`config.mk`:
```
export PLATFORM = sky130hd
export DESIGN_NAME = udp_sequence_loss_monitor_core
export DESIGN_NICKNAME = d
export VERILOG_FILES = /design/src/rtl/uslm_pkg.sv /design/src/rtl/udp_sequence_loss_monitor_core.sv
export SDC_FILE = /design/constraint.sdc
export NUM_CORES = 2
export LEC_CHECK = 0
export BUFFER_PORTS_ARGS = -buffer_cell sky130_fd_sc_hd__buf_2
export CORE_ASPECT_RATIO = 1.2
export CORE_MARGIN = 3
export CORE_UTILIZATION = 60
export CTS_CLUSTER_DIAMETER = 60
export DETAILED_ROUTE_END_ITERATION = 7
export PLACE_DENSITY = 0.77
export SYNTH_ARGS = -nofsm -noshare
export SYNTH_HDL_FRONTEND = slang
export SYNTH_SLANG_ARGS = --single-unit
```
`constraint.sdc`:
```
create_clock -name clk -period 24.6 [get_ports clk]
set_input_delay 0 -clock clk [delete_from_list [all_inputs] [get_ports clk]]
set_output_delay 0 -clock clk [all_outputs]
set_load 0.05 [all_outputs]
```
`src/rtl/uslm_pkg.sv`:
```
// Package for the UDP sequence loss monitor: field widths, reset values and
// the report kind codes. Depends on nothing; imported by the core and its checker.
`default_nettype none

package uslm_pkg;

  localparam int unsigned SEQ_W        = 32;
  localparam int unsigned LEN_W        = 16;
  localparam int unsigned TIME_W       = 48;
  localparam int unsigned SESSION_W    = 8;
  localparam int unsigned LATE_W       = 32;
  localparam int unsigned INTERVAL_W   = 22;
  localparam int unsigned CNT_W_DEFAULT = 48;

  // Input beat: seq_id, byte_count, now_ms from the lowest bit up.
  localparam int unsigned IN_DATA_W  = SEQ_W + LEN_W + TIME_W;
  // Output beat: session, elapsed, bytes, datagrams, dropped, out-of-order.
  localparam int unsigned OUT_DATA_W = SESSION_W + 4 * TIME_W + LATE_W;

  localparam logic [INTERVAL_W-1:0] INTERVAL_RESET = INTERVAL_W'(1000);

  typedef enum logic {
    KIND_INTERIM = 1'b0,
    KIND_FINAL   = 1'b1
  } report_kind_t;

endpackage : uslm_pkg

`default_nettype wire

```
`src/rtl/udp_sequence_loss_monitor_core.sv`:
```
// UDP sequence loss monitor: counts datagrams, bytes, sequence gaps and late
// ids per session and per report window. Depends on uslm_pkg.
`default_nettype none

// Channel     | Direction | Beat contents
// ------------+-----------+---------------------------------------------------
// s_axis      | in        | one received datagram header (seq, length, time)
// m_axis      | out       | one interim or final report (kind in tuser)
// cfg_wr      | in        | report interval in milliseconds, write only
//
// One datagram is taken every cycle while no report is stalled. A beat is first held
// in the input register and is then resolved by a single pass of adders and compares
// that updates the session and window counters and loads the result register, which
// drives m_axis.
// Reset clears the session state and sets the interval to 1000 ms.
// While a report waits with m_axis_tready low, the result register holds it,
// the input register keeps its beat and s_axis_tready falls once that is full.

module udp_sequence_loss_monitor_core #(
  parameter int unsigned COUNTER_WIDTH = uslm_pkg::CNT_W_DEFAULT
) (
  input  wire                               clk,
  input  wire                               rst,
  // Register write port.
  input  wire                               cfg_wr_en,
  input  wire [uslm_pkg::INTERVAL_W-1:0]    cfg_wr_data,
  // Datagram headers.
  input  wire                               s_axis_tvalid,
  output logic                              s_axis_tready,
  // tdata: seq_id [31:0], byte_count [47:32], now_ms [95:48]
  input  wire [uslm_pkg::IN_DATA_W-1:0]     s_axis_tdata,
  // Reports.
  output logic                              m_axis_tvalid,
  input  wire                               m_axis_tready,
  // tdata: session_number [7:0], elapsed_ms [55:8], bytes_total [103:56],
  //        datagrams_total [151:104], dropped_total [199:152],
  //        out_of_order_total [231:200]
  output logic [uslm_pkg::OUT_DATA_W-1:0]   m_axis_tdata,
  // tuser: report_kind [0]
  output logic                              m_axis_tuser
);

  import uslm_pkg::*;

  localparam int unsigned CW = COUNTER_WIDTH;

  // Configuration register.
  logic [INTERVAL_W-1:0] report_interval_ms;

  // Input register.
  logic                     in_valid;
  logic signed [SEQ_W-1:0]  in_seq_id;
  logic [LEN_W-1:0]         in_byte_count;
  logic [TIME_W-1:0]        in_now_ms;

  // Session and window state.
  logic                  idle, idle_next;
  logic [SESSION_W-1:0]  session_count, session_count_next;
  logic [SEQ_W-1:0]      expected_id, expected_id_next;
  logic [TIME_W-1:0]     session_start_ms, session_start_ms_next;
  logic [CW-1:0]         sum_bytes, sum_bytes_next;
  logic [CW-1:0]         sum_datagrams, sum_datagrams_next;
  logic [CW-1:0]         sum_dropped, sum_dropped_next;
  logic [LATE_W-1:0]     sum_late, sum_late_next;
  logic [TIME_W-1:0]     window_start_ms, window_start_ms_next;
  logic                  window_open, window_open_next;
  logic [CW-1:0]         window_bytes, window_bytes_next;
  logic [CW-1:0]         window_datagrams, window_datagrams_next;
  logic [CW-1:0]         window_dropped, window_dropped_next;

  // Result register.
  logic                  res_valid;
  report_kind_t          res_kind;
  logic [SESSION_W-1:0]  res_session;
  logic [TIME_W-1:0]     res_elapsed;
  logic [TIME_W-1:0]     res_bytes;
  logic [TIME_W-1:0]     res_datagrams;
  logic [TIME_W-1:0]     res_dropped;
  logic [LATE_W-1:0]     res_late;

  // Single pass results.
  logic                  emit;
  report_kind_t          emit_kind;
  logic [TIME_W-1:0]     emit_elapsed;
  logic [CW-1:0]         emit_bytes, emit_datagrams, emit_dropped;
  logic [LATE_W-1:0]     emit_late;

  logic                  advance;
  logic                  work;
  logic                  open_session;
  logic [SEQ_W-1:0]      id_u;
  logic [SEQ_W-1:0]      drop;
  logic [CW-1:0]         drop_cnt;
  logic [CW-1:0]         len_cnt;
  logic [TIME_W-1:0]     window_diff;

  // The pipeline moves whenever the result register is empty or being drained.
  assign advance       = !res_valid || m_axis_tready;
  assign s_axis_tready = !in_valid || advance;
  assign work          = in_valid && advance;

  assign id_u         = $unsigned(in_seq_id);
  assign open_session = idle && (id_u == '0);
  assign len_cnt      = CW'(in_byte_count);

  always_ff @(posedge clk) begin
    if (rst) begin
      report_interval_ms <= INTERVAL_RESET;
    end else if (cfg_wr_en) begin
      report_interval_ms <= cfg_wr_data;
    end
  end

  always_ff @(posedge clk) begin
    if (rst) begin
      in_valid <= 1'b0;
    end else if (s_axis_tready) begin
      in_valid <= s_axis_tvalid;
    end
  end

  always_ff @(posedge clk) begin
    if (s_axis_tready && s_axis_tvalid) begin
      in_seq_id     <= $signed(s_axis_tdata[SEQ_W-1:0]);
      in_byte_count <= s_axis_tdata[SEQ_W+LEN_W-1:SEQ_W];
      in_now_ms     <= s_axis_tdata[IN_DATA_W-1:SEQ_W+LEN_W];
    end
  end

  // Next state. A datagram with id 0 while idle first opens the session (session
  // count advanced, all other counters cleared, start time taken) and is then counted like any other.
  always_comb begin
    idle_next             = idle;
    session_count_next    = session_count;
    expected_id_next      = expected_id;
    session_start_ms_next = session_start_ms;
    sum_bytes_next        = sum_bytes;
    sum_datagrams_next    = sum_datagrams;
    sum_dropped_next      = sum_dropped;
    sum_late_next         = sum_late;
    window_start_ms_next  = window_start_ms;
    window_open_next      = window_open;
    window_bytes_next     = window_bytes;
    window_datagrams_next = window_datagrams;
    window_dropped_next   = window_dropped;
    emit                  = 1'b0;
    emit_kind             = KIND_INTERIM;
    emit_elapsed          = '0;
    emit_bytes            = '0;
    emit_datagrams        = '0;
    emit_dropped          = '0;
    emit_late             = '0;
    drop                  = '0;
    drop_cnt              = '0;
    window_diff           = '0;

    if (open_session) begin
      session_count_next    = session_count + SESSION_W'(1);
      session_start_ms_next = in_now_ms;
      expected_id_next      = '0;
      sum_bytes_next        = '0;
      sum_datagrams_next    = '0;
      sum_dropped_next      = '0;
      sum_late_next         = '0;
      window_start_ms_next  = '0;
      window_open_next      = 1'b0;
      window_bytes_next     = '0;
      window_datagrams_next = '0;
      window_dropped_next   = '0;
      idle_next             = 1'b0;
    end

    if (!idle || open_session) begin
      if (in_seq_id[SEQ_W-1]) begin
        // End of test: report the session totals and fall idle.
        emit           = 1'b1;
        emit_kind      = KIND_FINAL;
        emit_elapsed   = in_now_ms - session_start_ms;
        emit_bytes     = sum_bytes;
        emit_datagrams = sum_datagrams;
        emit_dropped   = sum_dropped;
        emit_late      = sum_late;
        idle_next      = 1'b1;
      end else begin
        if (id_u > expected_id_next) begin
          drop             = id_u - expected_id_next;
          expected_id_next = id_u + SEQ_W'(1);
        end else if (id_u == expected_id_next) begin
          expected_id_next = expected_id_next + SEQ_W'(1);
        end else begin
          sum_late_next = sum_late_next + LATE_W'(1);
        end
        drop_cnt           = CW'(drop);
        sum_dropped_next   = sum_dropped_next + drop_cnt;
        sum_datagrams_next = sum_datagrams_next + CW'(1);
        sum_bytes_next     = sum_bytes_next + len_cnt;

        if (report_interval_ms != '0) begin
          window_datagrams_next = window_datagrams_next + CW'(1);
          window_dropped_next   = window_dropped_next + drop_cnt;
          window_bytes_next     = window_bytes_next + len_cnt;
          window_diff           = in_now_ms - window_start_ms_next;
          if (window_open_next) begin
            if (window_diff >= TIME_W'(report_interval_ms)) begin
              emit                  = 1'b1;
              emit_kind             = KIND_INTERIM;
              emit_elapsed          = window_diff;
              emit_bytes            = window_bytes_next;
              emit_datagrams        = window_datagrams_next;
              emit_dropped          = window_dropped_next;
              window_start_ms_next  = '0;
              window_open_next      = 1'b0;
              window_bytes_next     = '0;
              window_datagrams_next = '0;
              window_dropped_next   = '0;
            end
          end else begin
            // First datagram of a window only marks its start.
            window_start_ms_next = in_now_ms;
            window_open_next     = 1'b1;
          end
        end
      end
    end
  end

  always_ff @(posedge clk) begin
    if (rst) begin
      idle             <= 1'b1;
      session_count    <= '0;
      expected_id      <= '0;
      session_start_ms <= '0;
      sum_bytes        <= '0;
      sum_datagrams    <= '0;
      sum_dropped      <= '0;
      sum_late         <= '0;
      window_start_ms  <= '0;
      window_open      <= 1'b0;
      window_bytes     <= '0;
      window_datagrams <= '0;
      window_dropped   <= '0;
    end else if (work) begin
      idle             <= idle_next;
      session_count    <= session_count_next;
      expected_id      <= expected_id_next;
      session_start_ms <= session_start_ms_next;
      sum_bytes        <= sum_bytes_next;
      sum_datagrams    <= sum_datagrams_next;
      sum_dropped      <= sum_dropped_next;
      sum_late         <= sum_late_next;
      window_start_ms  <= window_start_ms_next;
      window_open      <= window_open_next;
      window_bytes     <= window_bytes_next;
      window_datagrams <= window_datagrams_next;
      window_dropped   <= window_dropped_next;
    end
  end

  always_ff @(posedge clk) begin
    if (rst) begin
      res_valid <= 1'b0;
    end else if (advance) begin
      res_valid <= work && emit;
    end
  end

  always_ff @(posedge clk) begin
    if (work && emit) begin
      res_kind      <= emit_kind;
      res_session   <= session_count_next;
      res_elapsed   <= emit_elapsed;
      res_bytes     <= TIME_W'(emit_bytes);
      res_datagrams <= TIME_W'(emit_datagrams);
      res_dropped   <= TIME_W'(emit_dropped);
      res_late      <= emit_late;
    end
  end

  assign m_axis_tvalid = res_valid;
  assign m_axis_tuser  = res_kind;
  assign m_axis_tdata  = {res_late, res_dropped, res_datagrams, res_bytes,
                          res_elapsed, res_session};

endmodule : udp_sequence_loss_monitor_core

`default_nettype wire

```
Word level (Yosys, flattened, before mapping). Cells that the tools add are included.

Muxes and demuxes: 78. $add $sub $neg: 13. $lt $le $gt $ge: 2. Eq/ne operators: 1. Reduce and logical (&&, ||, !) cells: 14.

Operators by type and width (count): $mux W48 (49); $mux W32 (13); $add A32 B1 Y32 const B (3); $add A48 B1 Y48 const B (2); $add A48 B16 Y48 (2); $add A48 B32 Y48 (2); $sub A48 B48 Y48 (2); $ge A48 B22 Y1 (1); $eq A32 B32 Y1 (1); $gt A32 B32 Y1 (1); $logic_not A32 Y1 (1); $sub A32 B32 Y32 (1); $reduce_bool A22 Y1 (1); $mux W1 (15); $add A8 B1 Y8 const B (1); $mux W8 (1); $logic_and A1 B1 Y1 (4); $reduce_and A2 Y1 (2); $logic_not A1 Y1 (3); $logic_or A1 B1 Y1 (3).

Word-level logic and storage cells: 134. Register bits: 811. Input port bits: 123. Output and inout bits: 235.

Depth between registers and ports, before layout.
Depth in word-level cells: 13. Gate-level depth with buffers: 44. Gate-level depth less buffers: 35.

Worst setup path before layout. Ideal clock, no wire load.

Kind: reg-to-reg. Start: register in_seq_id[0], in the netlist id_u[0]. End: register res_kind, in the netlist m_axis_tuser, enable pin. Slack: 6.825 ns. Buffers on the path: 11. Period minus slack after synthesis: 17.775 ns. Cell stages (with the launch flop): 40. Setup time: 0.831 ns. Data required time: 23.769 ns. Data arrival time: 16.944 ns. Cell sequence: edfxtp_1 > inv_1 > ha_1 > nor4b_1 > nand4_1 > or3_1 > clkbuf_1 > clkbuf_1 > clkbuf_1 > clkbuf_1 > clkbuf_1 > clkbuf_1 > clkbuf_1 > clkbuf_1 > buf_1 > nand2_1 > ha_1 > o211ai_1 > (+4 left out) > nand2_1 > xor2_1 > ha_1 > nand2_1 > a2111oi_0 > nand3_1 > o21ai_0 > a211oi_1 > nor4_1 > or4_1 > nor4_1 > nand4_1 > nor2_1 > buf_2 > nor2_2 > clkbuf_1 > a21oi_1 > nor2_1.

Cells in the longest elaborated chain, start to end: 11. Elaborated cells between the ends (all ways): 13. Those cells by class: add/sub: 1; order compare: 1; mux: 7; reduce/logical: 4.

RTL lines: start: declaration (RTL line udp_sequence_loss_monitor_core.sv:52) `logic signed [SEQ_W-1:0] in_seq_id;`; start signal: assignment (RTL line udp_sequence_loss_monitor_core.sv:124) `in_seq_id <= $signed(s_axis_tdata[SEQ_W-1:0]);`; $logic_not A32 Y1 (*) (RTL line udp_sequence_loss_monitor_core.sv:103) `assign open_session = idle && (id_u == '0);`; $logic_and A1 B1 Y1 (*) (RTL line udp_sequence_loss_monitor_core.sv:103); $mux W48 (RTL line udp_sequence_loss_monitor_core.sv:157) `if (open_session) begin`; $sub A48 B48 Y48 (RTL line udp_sequence_loss_monitor_core.sv:202) `window_diff = in_now_ms - window_start_ms_next;`; $ge A48 B22 Y1 (RTL line udp_sequence_loss_monitor_core.sv:204) `if (window_diff >= TIME_W'(report_interval_ms)) begin`; $mux W1 (RTL line udp_sequence_loss_monitor_core.sv:204); $mux W1 (RTL line udp_sequence_loss_monitor_core.sv:203) `if (window_open_next) begin`; $mux W1 (RTL line udp_sequence_loss_monitor_core.sv:198) `if (report_interval_ms != '0) begin`; $mux W1 (RTL line udp_sequence_loss_monitor_core.sv:174) `if (in_seq_id[SEQ_W-1]) begin`; $mux W1 (*) (RTL line udp_sequence_loss_monitor_core.sv:173) `if (!idle || open_session) begin`; $logic_and A1 B1 Y1 (*) (RTL line udp_sequence_loss_monitor_core.sv:268) `if (work && emit) begin`; end signal: assignment (RTL line udp_sequence_loss_monitor_core.sv:269) `res_kind <= emit_kind;`; end: declaration (RTL line udp_sequence_loss_monitor_core.sv:73) `report_kind_t res_kind;`.

Mark *: on every way between the ends. The rest lies on a longest branch, timed or not. A chain may end at the register's enable or synchronous reset.

Final worst setup path.
Start: register in_seq_id[1], in the netlist id_u[1]. End: register window_dropped[46].

Cells in the longest elaborated chain, start to end: 13. Elaborated cells between the ends (all ways): 20. Those cells by class: add/sub: 3; order compare: 2; mux: 12; reduce/logical: 3.

RTL lines: $logic_not A32 Y1 (RTL line udp_sequence_loss_monitor_core.sv:103); $logic_and A1 B1 Y1 (RTL line udp_sequence_loss_monitor_core.sv:103); $mux W32 (RTL line udp_sequence_loss_monitor_core.sv:157); $sub A32 B32 Y32 or $gt A32 B32 Y1 (tied branches) (RTL line udp_sequence_loss_monitor_core.sv:186, udp_sequence_loss_monitor_core.sv:185); $mux W32 (RTL line udp_sequence_loss_monitor_core.sv:185) `if (id_u > expected_id_next) begin`; $mux W32 (RTL line udp_sequence_loss_monitor_core.sv:174); $mux W32 (RTL line udp_sequence_loss_monitor_core.sv:173); $add A48 B32 Y48 (RTL line udp_sequence_loss_monitor_core.sv:200) `window_dropped_next = window_dropped_next + drop_cnt;`; $mux W48 (RTL line udp_sequence_loss_monitor_core.sv:204); $mux W48 (RTL line udp_sequence_loss_monitor_core.sv:203); $mux W48 (RTL line udp_sequence_loss_monitor_core.sv:198); $mux W48 (RTL line udp_sequence_loss_monitor_core.sv:174); $mux W48 (*) (RTL line udp_sequence_loss_monitor_core.sv:173); end signal: assignment (RTL line udp_sequence_loss_monitor_core.sv:255) `window_dropped <= window_dropped_next;`; end: declaration (RTL line udp_sequence_loss_monitor_core.sv:69) `logic [CW-1:0] window_dropped, window_dropped_next;`.

Mark *: on every way between the ends. The rest lies on a longest branch, timed or not. The select of a mux whose other input is x is not followed.

==> results.cfg <==
[drt]
routedWlPerCell_um = 22.4
met3_length_um = 12200
top_layer = met4
drt_iter0_markers = 4817
vias = 46200
wl_met1_um = 61200
drt-vias-per-instance = 6.43
final_antenna_net_count = 0
dr.pass1.iters = 6
detail_route.wirelength_um = 161000
drc = 0
dr_wl_met2_um = 76900

[critical_path]
slowest_delay_ns = 0.77
crit_slowest_cell = o21ai_1
crit_fanout = 64
crit_type = register to register
required_ns = 25.17
crit_arrival_ns = 10.09
reg2reg_to = window_dropped[46]$_SDFFE_PP0P_
reg2reg_from = id_u[1]$_DFFE_PP_
r2r_cells = 29
endpoint_kind = register
rrSetupSlack_ns = 15.07
crit_path_start_kind = register

[clock_tree]
cts.reportedPaths.clkPinSlew_ns = 0.06
cts_setup_buffers = 0
numCtsBuffers = 91
h-tree-depth = 3
cts_tree = done
cts_sinks = 811
cts_resized = 0
clock_path_buffers = 3
cts_root_buf = clkbuf_16
worstSkewPairLatency_ns = 0.68

[hold_path]
whs_path_depth = 2
min-delay-start = s_axis_tdata[72]
hold_path.class = input port to register
whs_endpoint = in_now_ms[24]$_DFFE_PP_

[logic_synthesis]
synthMuxAreaShare = 0.00651
yosysSeqAreaShare = 0.400
synth_edf_count = 329
synth_area_leaders = edfxtp_1 (20%), dfxtp_1 (20%), nand2_1 (6.3%), ha_1 (6.2%), nor2_1 (4.5%)
ys_types = 103
syn_area_per_cell_um2 = 8.55
synth_top_cell_by_area = edfxtp_1
ys.flop_type = dfxtp_1
synth_area_mm2 = 0.0488
synth-compound-area-share = 0.201
syn-num-nets = 6083
synthXorXnorAreaFrac = 0.0724
synth_top_family_by_area = simple AND/OR/NAND/NOR gates
yosysWarnings = 0
yosys.area_share.simple = 0.218
synth_fa_ha_area_frac = 0.0662
synth-seq-cells = 811
yosysTopAreaCellShare = 0.202
synthArstFlopShare = 0
syn_inst = 5710

[floorplan]
initial_core_util = 0.611
fp.dieW_um = 266
die_h_um = 318
rows = 113
ioPinCount = 358
coreArea_mm2 = 0.0799
die_area_mm2 = 0.0848

[timing]
rsz0062_at_grt = false
min_period_ns = 9.53
tns_ns = 0
finalSetupViolations = 0
fmax_ghz = 0.105
worstMarginPinSlew_ns = 1.31
fin_skew_ns = 0.0473
final_max_slew_viol_count = 0
finalCritPeriodShare = 0.387
hold_violations = 0
slew_headroom = 0.125

[placed_design]
dp_hpwl_um = 108000
port_buffers = 357
place_area_mm2 = 0.0513
place.gp.congestion = 0.978

[layout]
nNetsFinal = 6436
finalInstanceArea_mm2 = 0.0561
nFillCells = 6316
drive_above_1_share = 0.104
area_growth_syn_to_layout_pct = 14.9

[run_status]
run_status = complete, no violations

[global_route]
grt_overflow_total = 0
grtUsageTotal = 0.366
grt_max_degree = 158
grt_pass1_wl_um = 247000
antenna_found_initial = 4
grt_pass1_vias = 44700

[run]
drv_cap = 0

[power_and_ir_drop]
vdd_ir_drop_max_uv = 63.2
totalPowerFinal_mw = 3.20
powerDensity_mw_per_mm2 = 57.1
p_leak_nw = 20.4
worst max-delay path by stage:
stage               slack (ns)         startpoint  cells after the start                              end
finish                   15.07  id_u[1]$_DFFE_PP_                     29  window_dropped[46]$_SDFFE_PP0P_
global route             14.60  id_u[1]$_DFFE_PP_                     28  window_dropped[42]$_SDFFE_PP0P_
CTS                      15.24  id_u[1]$_DFFE_PP_                     29  window_dropped[46]$_SDFFE_PP0P_
detailed placement       15.29  id_u[1]$_DFFE_PP_                     29  window_dropped[46]$_SDFFE_PP0P_
global placement         15.52  id_u[1]$_DFFE_PP_                     29  window_dropped[46]$_SDFFE_PP0P_
floorplan                 6.82  id_u[0]$_DFFE_PP_                     39       m_axis_tuser$_SDFFCE_PP0P_
report_power, final:
part / internal [mW] / leakage [nW] / total [mW] / switching, mW
clock network: 0.861 / 1.58 / 1.46 / 0.604
logic: 0.120 / 12.3 / 0.314 / 0.194
registers: 1.40 / 6.51 / 1.42 / 0.0190
total: 2.39 / 20.4 / 3.20 / 0.817
area by class of cell:
class,count,area [um2],share of cell area
Multi-Input combinational cell,4443,27700,0.494
Sequential cell,811,19500,0.348
Timing Repair Buffer,567,3770,0.0672
Clock buffer,115,2510,0.0448
Tap cell,1035,1290,0.0231
Clock inverter,57,723,0.0129
Inverter,149,564,0.0101
Antenna cell,4,10.0,0.000178
cells in the final DEF (no fill, tap or decap), types with 146 or more instances in the layout:
cell type and n:
dfxtp_1 482, inv_1 146, buf_2 356, ha_1 243, a21oi_1 392, xor2_1 164
nor2_1 575, edfxtp_1 329, dlygate4sd3_1 154, o21ai_0 284, nand3_1 179, and2_1 159
xnor2_1 235, nand2_1 821
kinds of logic after synthesis:
kind of cell	after synthesis
and+or+nand+nor	2289
AOI/OAI and AO/OA	1467
DFF	811
buffers and inverters	456
xor gates and xnor gates	401
adders and majority gates	255
muxes	31
per-stage QoR:
stage | setup WS, ns | cells | hold WS, ns | utilization
finish | 15.07 | 7181 | 0.0359 | 0.702
global route | 14.60 | 7178 | 0.0268 | 0.702
CTS | 15.24 | 7177 | 0.00356 | 0.702
detailed placement | 15.29 | 6851 | 0.178 | 0.642
global placement | 15.52 | 6851 | 0.176 | 0.642
floorplan | 6.82 | 5710 | 0.0989 | -
routing by layer:
metal  GRT usage  up-vias
li1            -    21400
met1       0.437    22000
met2       0.618     2229
met3      0.0563      599
met4       0.227        0
met5           0        -
synthesized netlist by cell type (25+ instances only):
cell type,n
a211oi_1,59
a21o_1,113
a21oi_1,394
a22o_1,117
a22oi_1,54
a31oi_1,46
a32o_1,28
a32oi_1,61
and2_1,160
and3_1,106
clkbuf_1,278
dfxtp_1,482
edfxtp_1,329
ha_1,243
inv_1,146
mux2i_1,25
nand2_1,824
nand2b_1,36
nand3_1,180
nand4_1,91
nor2_1,579
nor2b_1,31
nor3_1,96
nor4_1,55
o211ai_1,30
o21a_1,32
o21ai_0,284
o21bai_1,29
o31ai_1,30
or3_1,37
xnor2_1,235
xor2_1,164
timing repair:
item	in CTS	in global routing
endpoints found under the hold margin	227	0
hold buffers	154	0
endpoints found under the setup margin	0	0
state kept, by name, summed over array words and instances, names as in the netlist, 8 cells and up:
register,flops
sum_bytes,48
sum_datagrams,48
in_byte_count,16
res_dropped,48
window_start_ms,48
res_session,8
in_now_ms,48
report_interval_ms,22
session_count,8
session_start_ms,48
expected_id,32
id_u,32
res_bytes,48
res_elapsed,48
window_bytes,48
window_dropped,48
window_datagrams,48
sum_dropped,48
res_datagrams,48
sum_late,32
res_late,32
worst max-delay path: cells and delay by family, from the launching register on:
family | cells | cell delay [ns]
fa+ha+maj | 3 | 0.99
simple gates | 11 | 3.29
flops | 1 | 0.45
mux | 1 | 0.26
buf+inv | 3 | 1.27
compound gates | 11 | 3.11
Note: power is estimated with default switching activity, not from simulation.
